<file path="src/rtl/sfr_pkg.sv">
// Shared constants, types and the CRC step function of the serial frame receiver.
`timescale 1ns / 1ps

package sfr_pkg;

	// Default frame length in bytes.
	localparam int FRAME_BYTES_DEF = 25;

	// Fixed field layout of a frame.
	localparam int HELD_BYTES     = 23;	// bytes 0..22 carry the latched fields
	localparam int TRIP_KEEP_FROM = 19;	// bytes from here on (cell current) survive a trip
	localparam int OUT_DATA_W     = 8 * HELD_BYTES;
	localparam int OUT_USER_W     = 3;

	// Link constants.
	localparam logic [7:0] END_MARK   = 8'h17;
	localparam logic [7:0] CRC_POLY   = 8'h07;
	localparam logic [7:0] CRC_INIT   = 8'hFF;
	localparam logic [5:0] IDLE_MAX   = 6'd63;
	localparam logic [7:0] REJECT_MAX = 8'd255;

	// Eight shift steps per cycle and four CRC phases per byte (32 steps).
	localparam int CRC_PHASES = 4;

	// Configuration registers.
	localparam int          CFG_INDEX_W = 8;
	localparam int          CFG_DATA_W  = 8;
	localparam logic [CFG_INDEX_W-1:0] CFG_GAP_TICKS    = 8'd0;
	localparam logic [CFG_INDEX_W-1:0] CFG_REJECT_LIMIT = 8'd1;
	localparam logic [5:0] GAP_TICKS_RST    = 6'd25;
	localparam logic [7:0] REJECT_LIMIT_RST = 8'd100;

	typedef enum logic [2:0] {
		ST_IDLE,
		ST_CHK_RD,
		ST_CHK_CALC,
		ST_LAT_RD,
		ST_LAT_WR,
		ST_FIN
	} state_t;

	// Eight consecutive shift steps of the CRC register. When use_d is set the
	// data bits are applied MSB first, one per step.
	function automatic logic [7:0] crc8_steps(input logic [7:0] c_in, input logic [7:0] d,
		input logic use_d);
		logic [7:0] c;
		logic       top;
		c = c_in;
		for (int s = 0; s < 8; s++) begin
			top = c[7];
			c = {c[6:0], 1'b0};
			if (top) begin
				c = c ^ CRC_POLY;
			end
			if (use_d && d[7-s]) begin
				c = c ^ CRC_POLY;
			end
		end
		return c;
	endfunction

endpackage

</file>
<file path="src/rtl/sfr_ram.sv">
// Generic single-port-write, single-port-read RAM with a registered read.
`timescale 1ns / 1ps

module sfr_ram #(
	parameter int WIDTH = 8,
	parameter int DEPTH = 32
) (
	input  logic                     clk,
	input  logic                     we,
	input  logic [$clog2(DEPTH)-1:0] waddr,
	input  logic [WIDTH-1:0]         wdata,
	input  logic                     re,
	input  logic [$clog2(DEPTH)-1:0] raddr,
	output logic [WIDTH-1:0]         rdata
);

	logic [WIDTH-1:0] mem_q [DEPTH];

	always_ff @(posedge clk) begin
		if (we) begin
			mem_q[waddr] <= wdata;
		end
		if (re) begin
			rdata <= mem_q[raddr];
		end
	end

endmodule

</file>
<file path="src/rtl/serial_frame_receiver_crc8.sv">
// Top level of the serial frame receiver with CRC-8 frame check.
`timescale 1ns / 1ps

// Usage
// The slave channel (s_tvalid, s_tready, s_tdata, s_tuser) carries one line event per
// transaction: s_tuser 0 delivers the received byte in s_tdata, s_tuser 1 is one time tick.
// The master channel returns exactly one result transaction for every input transaction:
// m_tlast marks the transaction that closed a frame, m_tuser holds the ok, fault and trip
// flags, and m_tdata holds the latched frame fields.
// The cfg channel writes gap_ticks (index 0) and reject_limit (index 1); it is always
// ready and other indexes are ignored. Write it only while the block is idle.
// A byte or a tick that does not close a frame gives its result in the cycle after
// acceptance. A closing tick walks the frame store held in a RAM with registered read:
// for bytes 0..FRAME_BYTES-2 one read and four CRC phases of eight shift steps each,
// then a read and a compare for the check byte, then, for a good frame, a read and a
// write per latched byte for the 23 field bytes, and one closing state. One item is
// in work at a time.
// A new item is accepted only when the previous result has been taken or is taken in the
// same cycle; a stalled master therefore holds off the slave side.
// Reset clears the frame store (through per-entry valid bits), counters and fields, sets
// the fault flag, and loads gap_ticks 25 and reject_limit 100. No clearing pass is needed.

module serial_frame_receiver_crc8 #(
	parameter int FRAME_BYTES = sfr_pkg::FRAME_BYTES_DEF
) (
	input  logic                             clk,
	input  logic                             arst_n,
	// Input stream.
	input  logic                             s_tvalid,
	output logic                             s_tready,
	input  logic [7:0]                       s_tdata,	// [7:0] rx_byte
	input  logic                             s_tuser,	// [0] opcode
	// Result stream.
	output logic                             m_tvalid,
	input  logic                             m_tready,
	// [7:0] emergency_flag, [39:8] cell_voltage, [71:40] cell_temperature,
	// [103:72] transfer_current, [135:104] capacitor_voltage, [151:136] fan_speed,
	// [183:152] cell_current
	output logic [sfr_pkg::OUT_DATA_W-1:0]   m_tdata,
	output logic [sfr_pkg::OUT_USER_W-1:0]   m_tuser,	// [0] frame_ok, [1] fault, [2] link_trip
	output logic                             m_tlast,	// frame_end
	// Configuration write channel.
	input  logic                             cfg_valid,
	output logic                             cfg_ready,
	input  logic [sfr_pkg::CFG_INDEX_W-1:0]  cfg_index,
	input  logic [sfr_pkg::CFG_DATA_W-1:0]   cfg_data
);

	localparam int IW = $clog2(FRAME_BYTES);
	localparam int PW = $clog2(FRAME_BYTES + 1);
	localparam logic [IW-1:0] LAST_IDX  = IW'(FRAME_BYTES - 1);
	localparam logic [IW-1:0] MARK_IDX  = IW'(FRAME_BYTES - 2);
	localparam logic [IW-1:0] HELD_LAST = IW'(sfr_pkg::HELD_BYTES - 1);
	localparam logic [PW-1:0] POS_FULL  = PW'(FRAME_BYTES);
	localparam logic [1:0]    PH_LAST   = 2'(sfr_pkg::CRC_PHASES - 1);

	sfr_pkg::state_t st_q, st_nx;

	// Configuration.
	logic [5:0] gap_q;
	logic [7:0] limit_q;

	// Receive state.
	logic [PW-1:0]          pos_q;
	logic [5:0]             idle_q;
	logic                   seen_q;
	logic [FRAME_BYTES-1:0] vld_q;
	logic [7:0]             rej_q;
	logic                   fault_q;
	logic [7:0]             held_q [sfr_pkg::HELD_BYTES];

	// Close sequence.
	logic [IW-1:0] idx_q;
	logic [1:0]    ph_q;
	logic [7:0]    crc_q;
	logic          mark_q;
	logic          ok_q;
	logic          vld_s1;

	// Output register.
	logic out_vld_q, out_end_q, out_ok_q, out_trip_q;

	// Combinational helpers.
	logic       in_acc, is_tick, is_byte, do_close, chk_ok, out_free;
	logic [5:0] idle_nx;
	logic [7:0] bval, rej_nx;
	logic       trip_w;

	logic          ram_we, ram_re;
	logic [7:0]    ram_rdata;

	assign cfg_ready = 1'b1;

	assign out_free = !out_vld_q || m_tready;
	assign s_tready = (st_q == sfr_pkg::ST_IDLE) && out_free;
	assign in_acc   = s_tvalid && s_tready;
	assign is_tick  = in_acc && s_tuser;
	assign is_byte  = in_acc && !s_tuser;

	// Idle counting: a tick right after bytes only consumes the byte flag.
	always_comb begin
		idle_nx = idle_q;
		if (!seen_q && idle_q < sfr_pkg::IDLE_MAX) begin
			idle_nx = idle_q + 6'd1;
		end
	end
	assign do_close = is_tick && (idle_nx > gap_q);

	// Entries never written since the last close read as zero.
	assign bval   = vld_s1 ? ram_rdata : 8'd0;
	assign chk_ok = mark_q && (crc_q == bval);

	assign rej_nx = (rej_q < sfr_pkg::REJECT_MAX) ? rej_q + 8'd1 : rej_q;
	assign trip_w = !ok_q && (rej_nx > limit_q);

	// Writes happen only on byte items in the idle state and reads only during a close,
	// so the two ports never touch the RAM in the same cycle.
	assign ram_we = is_byte && (pos_q < POS_FULL);
	assign ram_re = (st_q == sfr_pkg::ST_CHK_RD) || (st_q == sfr_pkg::ST_LAT_RD);

	sfr_ram #(
		.WIDTH(8),
		.DEPTH(FRAME_BYTES)
	) u_store (
		.clk  (clk),
		.we   (ram_we),
		.waddr(pos_q[IW-1:0]),
		.wdata(s_tdata),
		.re   (ram_re),
		.raddr(idx_q),
		.rdata(ram_rdata)
	);

	always_ff @(posedge clk or negedge arst_n) begin
		if (!arst_n) begin
			st_q <= sfr_pkg::ST_IDLE;
		end else begin
			st_q <= st_nx;
		end
	end

	always_comb begin
		st_nx = st_q;
		case (st_q)
			sfr_pkg::ST_IDLE: begin
				if (do_close) begin
					st_nx = sfr_pkg::ST_CHK_RD;
				end
			end
			sfr_pkg::ST_CHK_RD: begin
				st_nx = sfr_pkg::ST_CHK_CALC;
			end
			sfr_pkg::ST_CHK_CALC: begin
				if (idx_q == LAST_IDX) begin
					st_nx = chk_ok ? sfr_pkg::ST_LAT_RD : sfr_pkg::ST_FIN;
				end else if (ph_q == PH_LAST) begin
					st_nx = sfr_pkg::ST_CHK_RD;
				end
			end
			sfr_pkg::ST_LAT_RD: begin
				st_nx = sfr_pkg::ST_LAT_WR;
			end
			sfr_pkg::ST_LAT_WR: begin
				st_nx = (idx_q == HELD_LAST) ? sfr_pkg::ST_FIN : sfr_pkg::ST_LAT_RD;
			end
			sfr_pkg::ST_FIN: begin
				st_nx = sfr_pkg::ST_IDLE;
			end
			default: begin
				st_nx = sfr_pkg::ST_IDLE;
			end
		endcase
	end

	always_ff @(posedge clk or negedge arst_n) begin
		if (!arst_n) begin
			gap_q      <= sfr_pkg::GAP_TICKS_RST;
			limit_q    <= sfr_pkg::REJECT_LIMIT_RST;
			pos_q      <= '0;
			idle_q     <= '0;
			seen_q     <= 1'b0;
			vld_q      <= '0;
			rej_q      <= '0;
			fault_q    <= 1'b1;
			for (int i = 0; i < sfr_pkg::HELD_BYTES; i++) begin
				held_q[i] <= '0;
			end
			idx_q      <= '0;
			ph_q       <= '0;
			crc_q      <= sfr_pkg::CRC_INIT;
			mark_q     <= 1'b0;
			ok_q       <= 1'b0;
			vld_s1     <= 1'b0;
			out_vld_q  <= 1'b0;
			out_end_q  <= 1'b0;
			out_ok_q   <= 1'b0;
			out_trip_q <= 1'b0;
		end else begin
			if (cfg_valid) begin
				if (cfg_index == sfr_pkg::CFG_GAP_TICKS) begin
					gap_q <= cfg_data[5:0];
				end else if (cfg_index == sfr_pkg::CFG_REJECT_LIMIT) begin
					limit_q <= cfg_data;
				end
			end

			// A new result enters the output register when an item ends; otherwise a
			// taken result leaves it.
			if (is_byte || (is_tick && !do_close) || st_q == sfr_pkg::ST_FIN) begin
				out_vld_q <= 1'b1;
			end else if (out_vld_q && m_tready) begin
				out_vld_q <= 1'b0;
			end

			if (ram_re) begin
				vld_s1 <= vld_q[idx_q];
			end

			// Items that do not close a frame load the output register at once.
			if (is_byte) begin
				if (pos_q < POS_FULL) begin
					vld_q[pos_q[IW-1:0]] <= 1'b1;
					pos_q <= pos_q + PW'(1);
				end
				seen_q     <= 1'b1;
				out_end_q  <= 1'b0;
				out_ok_q   <= 1'b0;
				out_trip_q <= 1'b0;
			end

			if (is_tick) begin
				seen_q <= 1'b0;
				if (do_close) begin
					idle_q <= '0;
					pos_q  <= '0;
					idx_q  <= '0;
					ph_q   <= '0;
					crc_q  <= sfr_pkg::CRC_INIT;
					mark_q <= 1'b0;
				end else begin
					idle_q     <= idle_nx;
					out_end_q  <= 1'b0;
					out_ok_q   <= 1'b0;
					out_trip_q <= 1'b0;
				end
			end

			case (st_q)
				sfr_pkg::ST_CHK_CALC: begin
					if (idx_q == LAST_IDX) begin
						ok_q  <= chk_ok;
						idx_q <= '0;
					end else begin
						crc_q <= sfr_pkg::crc8_steps(crc_q, bval, ph_q == 2'd0);
						if (idx_q == MARK_IDX && ph_q == 2'd0) begin
							mark_q <= (bval == sfr_pkg::END_MARK);
						end
						ph_q <= ph_q + 2'd1;
						if (ph_q == PH_LAST) begin
							idx_q <= idx_q + IW'(1);
						end
					end
				end
				sfr_pkg::ST_LAT_WR: begin
					held_q[idx_q[$clog2(sfr_pkg::HELD_BYTES)-1:0]] <= bval;
					idx_q <= idx_q + IW'(1);
				end
				sfr_pkg::ST_FIN: begin
					// Every close empties the store.
					vld_q <= '0;
					if (ok_q) begin
						fault_q <= 1'b0;
						rej_q   <= '0;
					end else begin
						rej_q <= rej_nx;
						if (trip_w) begin
							fault_q <= 1'b1;
							for (int i = 0; i < sfr_pkg::TRIP_KEEP_FROM; i++) begin
								held_q[i] <= '0;
							end
						end
					end
					out_end_q  <= 1'b1;
					out_ok_q   <= ok_q;
					out_trip_q <= trip_w;
				end
				default: begin
				end
			endcase
		end
	end

	// The held fields and the fault flag change only while no result is pending, so they
	// drive the result payload straight from their registers.
	assign m_tvalid = out_vld_q;
	assign m_tlast  = out_end_q;
	assign m_tuser  = {out_trip_q, fault_q, out_ok_q};

	for (genvar g = 0; g < sfr_pkg::HELD_BYTES; g++) begin : g_out
		assign m_tdata[8*g +: 8] = held_q[g];
	end

endmodule
</file>
<file path="config.mk">
export PLATFORM = sky130hd
export DESIGN_NAME = serial_frame_receiver_crc8
export DESIGN_NICKNAME = d
export VERILOG_FILES = /design/src/rtl/sfr_pkg.sv /design/src/rtl/sfr_ram.sv /design/src/rtl/serial_frame_receiver_crc8.sv
export SDC_FILE = /design/constraint.sdc
export NUM_CORES = 1
export LEC_CHECK = 0
export BUFFER_PORTS_ARGS = -buffer_cell sky130_fd_sc_hd__buf_2
export CELL_PAD_IN_SITES_DETAIL_PLACEMENT = 1
export CELL_PAD_IN_SITES_GLOBAL_PLACEMENT = 1
export CORE_MARGIN = 2
export CORE_UTILIZATION = 30
export CTS_BUF_LIST = sky130_fd_sc_hd__clkbuf_4 sky130_fd_sc_hd__clkbuf_8
export DETAILED_ROUTE_END_ITERATION = 10
export PLACE_DENSITY = 0.67
export SYNTH_ARGS = -nofsm -noshare
export SYNTH_HDL_FRONTEND = slang
export SYNTH_SLANG_ARGS = --single-unit
</file>
<file path="constraint.sdc">
create_clock -name clk -period 2.7 [get_ports clk]
set_input_delay 0.54 -clock clk [delete_from_list [all_inputs] [get_ports clk]]
set_output_delay 0.54 -clock clk [all_outputs]
set_load 0.005 [all_outputs]
</file>
==> impl_metrics.env <==
export IMPL_pwr_density_cell_nw_per_um2=548.5
export IMPL_synth_top_cells_by_count="nand2_1 (264), dfrtp_1 (254), edfxtp_1 (208), o21ai_0 (208), a22oi_1 (168)"
export IMPL_grt_overflow_total=0
export IMPL_first_pass_iters=5
export IMPL_place_hpwl_mm=44.04
export IMPL_p_comb_frac=0.016
export IMPL_status="complete, but fails checks"
export IMPL_max_slew_margin=0.4665
export IMPL_viasPerCell=5.194
export IMPL_cts_sinks=477
export IMPL_antenna_found_initial=7
export IMPL_drive_gt1_frac=0.3574
export IMPL_synth_warnings=0
export IMPL_worstSetupStartpoint="idle_q[2]$_DFFE_PN0P_"
export IMPL_wl_mm=68.34
export IMPL_globalplace_congestion=0.8011
export IMPL_switchingPower_mw=3.199
export IMPL_cts_tree="built"
export IMPL_cp_slowest_cell="dfrtp_1"
export IMPL_instances_no_fill=3092
export IMPL_wl_per_cell_um=22.10
export IMPL_worstPathArrival_ps=3510
export IMPL_cp_cell_sequence="and3_4 -> a31oi_4 -> nand2_2 -> nor2_2 -> xor2_1 -> ha_1 -> buf_6 -> nand3_4 -> inv_2 -> nand4_1 -> o211ai_1 -> buf_6 -> buf_6 -> o211ai_1 -> o31ai_1"
export IMPL_synth_most_common_cell="nand2_1"
export IMPL_clkPwrFrac=0.470
export IMPL_synth_largest_area_cell="dfrtp_1"
export IMPL_post_route_period_util=1.105
export IMPL_crit_required_ps=3230
export IMPL_seqPwrFrac=0.514
export IMPL_vias=16060
export IMPL_synth_edf_count=208
export IMPL_yosysSeqAreaShare=0.6128
export IMPL_tightest_slew_ps=800.3
export IMPL_power_mw=14.79
export IMPL_rsz0062_at_grt="true"
export IMPL_drv_slew=0
export IMPL_die_area_um2=72830
export IMPL_placementRows=97
export IMPL_synthesis_nets=1798
export IMPL_numCtsBuffers=81
export IMPL_vdd_drop_max_mv=0.3020
export IMPL_post_route_util=0.3851
export IMPL_die_h_um=269.9
export IMPL_synthCells=1742
export IMPL_fin_ws_ps=-283.3
export IMPL_io_pins=221
export IMPL_drt_iter0_markers=1104
export IMPL_path_clk_slew_ps=60
export IMPL_grt_pass1_wl_mm=104.3
export IMPL_synth_top_cell_area_share=0.2997
export IMPL_grt_use_met2=0.3130
export IMPL_clk_latency_ps=680
export IMPL_grt_usage=0.1829
export IMPL_r2r_start="idle_q[2]$_DFFE_PN0P_"
export IMPL_ant_nets=0
export IMPL_switching_share=0.2163
export IMPL_ys_flop_type="dfrtp_1"
export IMPL_synth_area_per_cell_um2=12.17
export IMPL_max_stage_delay_ps=390
export IMPL_die_width_um=269.9
export IMPL_critical_path_class="flip-flop to flip-flop"
export IMPL_hold_path_class="primary input to flip-flop"
export IMPL_place_ws_ps=-198.2
export IMPL_maxCapViolCount=0
export IMPL_htreeDepth=3
export IMPL_cts_max_path_buffers=3
export IMPL_crit_fanout=8
export IMPL_end_kind="flip-flop"
export IMPL_ys_types=71
export IMPL_fmaxAchievable_mhz=335.2
export IMPL_p_leak_nw=11.28
export IMPL_hold_viol_final=0
export IMPL_cpMostUsedCell="buf_6"
export IMPL_synthToLayoutAreaGrowth_pct=27.16
export IMPL_hp_start="cfg_data[7]"
export IMPL_async_reset_ff_frac=0.5639
export IMPL_grt_pass1_vias=17030
export IMPL_final_nets=2137
export IMPL_min_period_ps=2983
export IMPL_synth_seq_cells=477
export IMPL_clockRootBuffer="clkbuf_8"
export IMPL_core_um2=70030
export IMPL_fillers=7535
export IMPL_finalSetupViolations=140
export IMPL_syn_cell_area_um2=21210
export IMPL_use_met3=0.03645
export IMPL_finClkSkew_ps=38.06
export IMPL_drc=0
export IMPL_grt_busiest_layer="met2"
export IMPL_grt_start_max_net_pins=153
export IMPL_cp_start_kind="flip-flop"
export IMPL_port_buffers=219
export IMPL_violations="setup timing"
export IMPL_internal_power_mw=11.59
export IMPL_synthTopCellsByArea="dfrtp_1 (30%), edfxtp_1 (29%), mux4_2 (6.1%), a22oi_1 (5.9%), o21ai_0 (4.9%)"
export IMPL_dp_cells=2902
export IMPL_initial_core_util=0.3028
export IMPL_grtUsageMet1=0.2316
-- layer usage --
metal | share of wire | routed length [um]
met5 | 0.0010 | 68
met4 | 0.027 | 1856
met3 | 0.049 | 3362
met2 | 0.50 | 34500
met1 | 0.42 | 28550
-- cell type report --
cell class | instances | area (um^2) | area share
Antenna cell | 3 | 7.507 | 0.0002784
Clock buffer | 127 | 1585 | 0.05879
Clock inverter | 24 | 171.4 | 0.006357
Inverter | 34 | 127.6 | 0.004733
Multi-Input combinational cell | 1113 | 8178 | 0.3033
Sequential cell | 477 | 13000 | 0.4822
Tap cell | 940 | 1176 | 0.04362
Timing Repair Buffer | 374 | 2718 | 0.1008
-- what timing repair did --
action                                  4_1_cts  5_1_grt
endpoints found under the setup margin      176      181
pin swaps                                    36       61
hold buffers                                  1        0
hold endpoints to repair                     39        0
cloned                                        8        1
buffers inserted                             11       18
resized for setup                           174      162
-- critical path, delay by kind of cell, from the launching register on --
family                     cells  cell delay [ps]
adders and majority gates      1              300
buffers and inverters          4              520
xor gates and xnor gates       1              240
and+or+nand+nor                5              760
AOI/OAI and AO/OA              4              610
DFF                            1              390
-- through the flow --
step / TNS [ps] / cell area (um^2) / hold slack [ps]
6_report: -14990 / 26970 / 112.6
3_3_place_gp: -7333 / 23970 / 461.7
4_1_cts: -8669 / 26420 / 62.04
3_5_place_dp: -16430 / 23970 / 464.2
5_1_grt: -33760 / 26960 / 91.19
2_1_floorplan: 0 / 21240 / 244.4
-- cell usage in the layout, fill, tap and decap left out, types with 6 or more instances in the layout --
cell type,count
clkbuf_4,26
a31oi_1,6
ha_1,18
nand2_4,6
a21oi_1,11
clkinv_1,13
a21o_1,10
mux2i_1,10
a22o_1,7
nor2_2,14
clkbuf_8,101
dfstp_2,15
o21ai_0,56
nor2b_1,7
xor2_1,10
buf_4,113
o21ai_1,79
and2_1,8
a22oi_1,166
nand2b_1,6
buf_2,218
o21ai_2,79
nor2_1,90
o21a_1,29
buf_6,14
inv_1,33
mux4_2,57
dfrtp_1,251
nand2_1,259
mux2_2,14
buf_16,7
xnor2_1,22
buf_12,15
nand3_1,29
o211ai_1,7
edfxtp_1,208
-- cells by family after synthesis --
family	Yosys count	synth area share
AND/OR/NAND/NOR	474	0.09906
XOR/XNOR	38	0.01670
adder cells (fa/ha/maj)	26	0.01534
other	1	0.0001768
flip-flops	477	0.6128
buffers and inverters	152	0.03404
AO/OA/AOI/OAI	492	0.1486
multiplexers	82	0.07322
-- sequential cells by signal, summed over array words and instances (netlist names) --
register,count
crc_q,8
fault_q,1
gap_q,6
idle_q,6
idx_q,5
limit_q,8
m_tdata,184
m_tlast,1
m_tvalid,1
mark_q,1
ok_q,1
out_ok_q,1
out_trip_q,1
ph_q,2
pos_q,5
rej_q,8
seen_q,1
st_q,3
u_store.mem_q,200
u_store.rdata,8
vld_q,25
vld_s1,1
-- power groups by stage --
| stage | clock network (mW) | logic (mW) | registers, mW |
|---|---|---|---|
| finish | 6.95 | 0.235 | 7.61 |
| CTS | 7.14 | 0.230 | 7.60 |
| floorplan | 0 | 0.0348 | 7.74 |
| global placement | 0 | 0.209 | 7.74 |
| global route | 7.46 | 0.265 | 7.60 |
| detailed placement | 0 | 0.223 | 7.74 |
-- path summary, 6_finish.rpt --
path / to / slack (ps) / cells after the start
setup / recovery: mark_q$_DFF_PN0_ / -280 / 15
hold / removal: limit_q[7]$_DFFE_PN0P_ / 110 / 2
setup reg to reg: mark_q$_DFF_PN0_ / -280 / 15
hold reg to reg: m_tdata[154]$_DFFE_PN0P_ / 480 / 2
max in group asynchronous: m_tdata[142]$_DFFE_PN0P_ / 1370 / 3
min in group asynchronous: st_q[2]$_DFFE_PN0P_ / 390 / 2
Power figures use the tool's default switching activity.
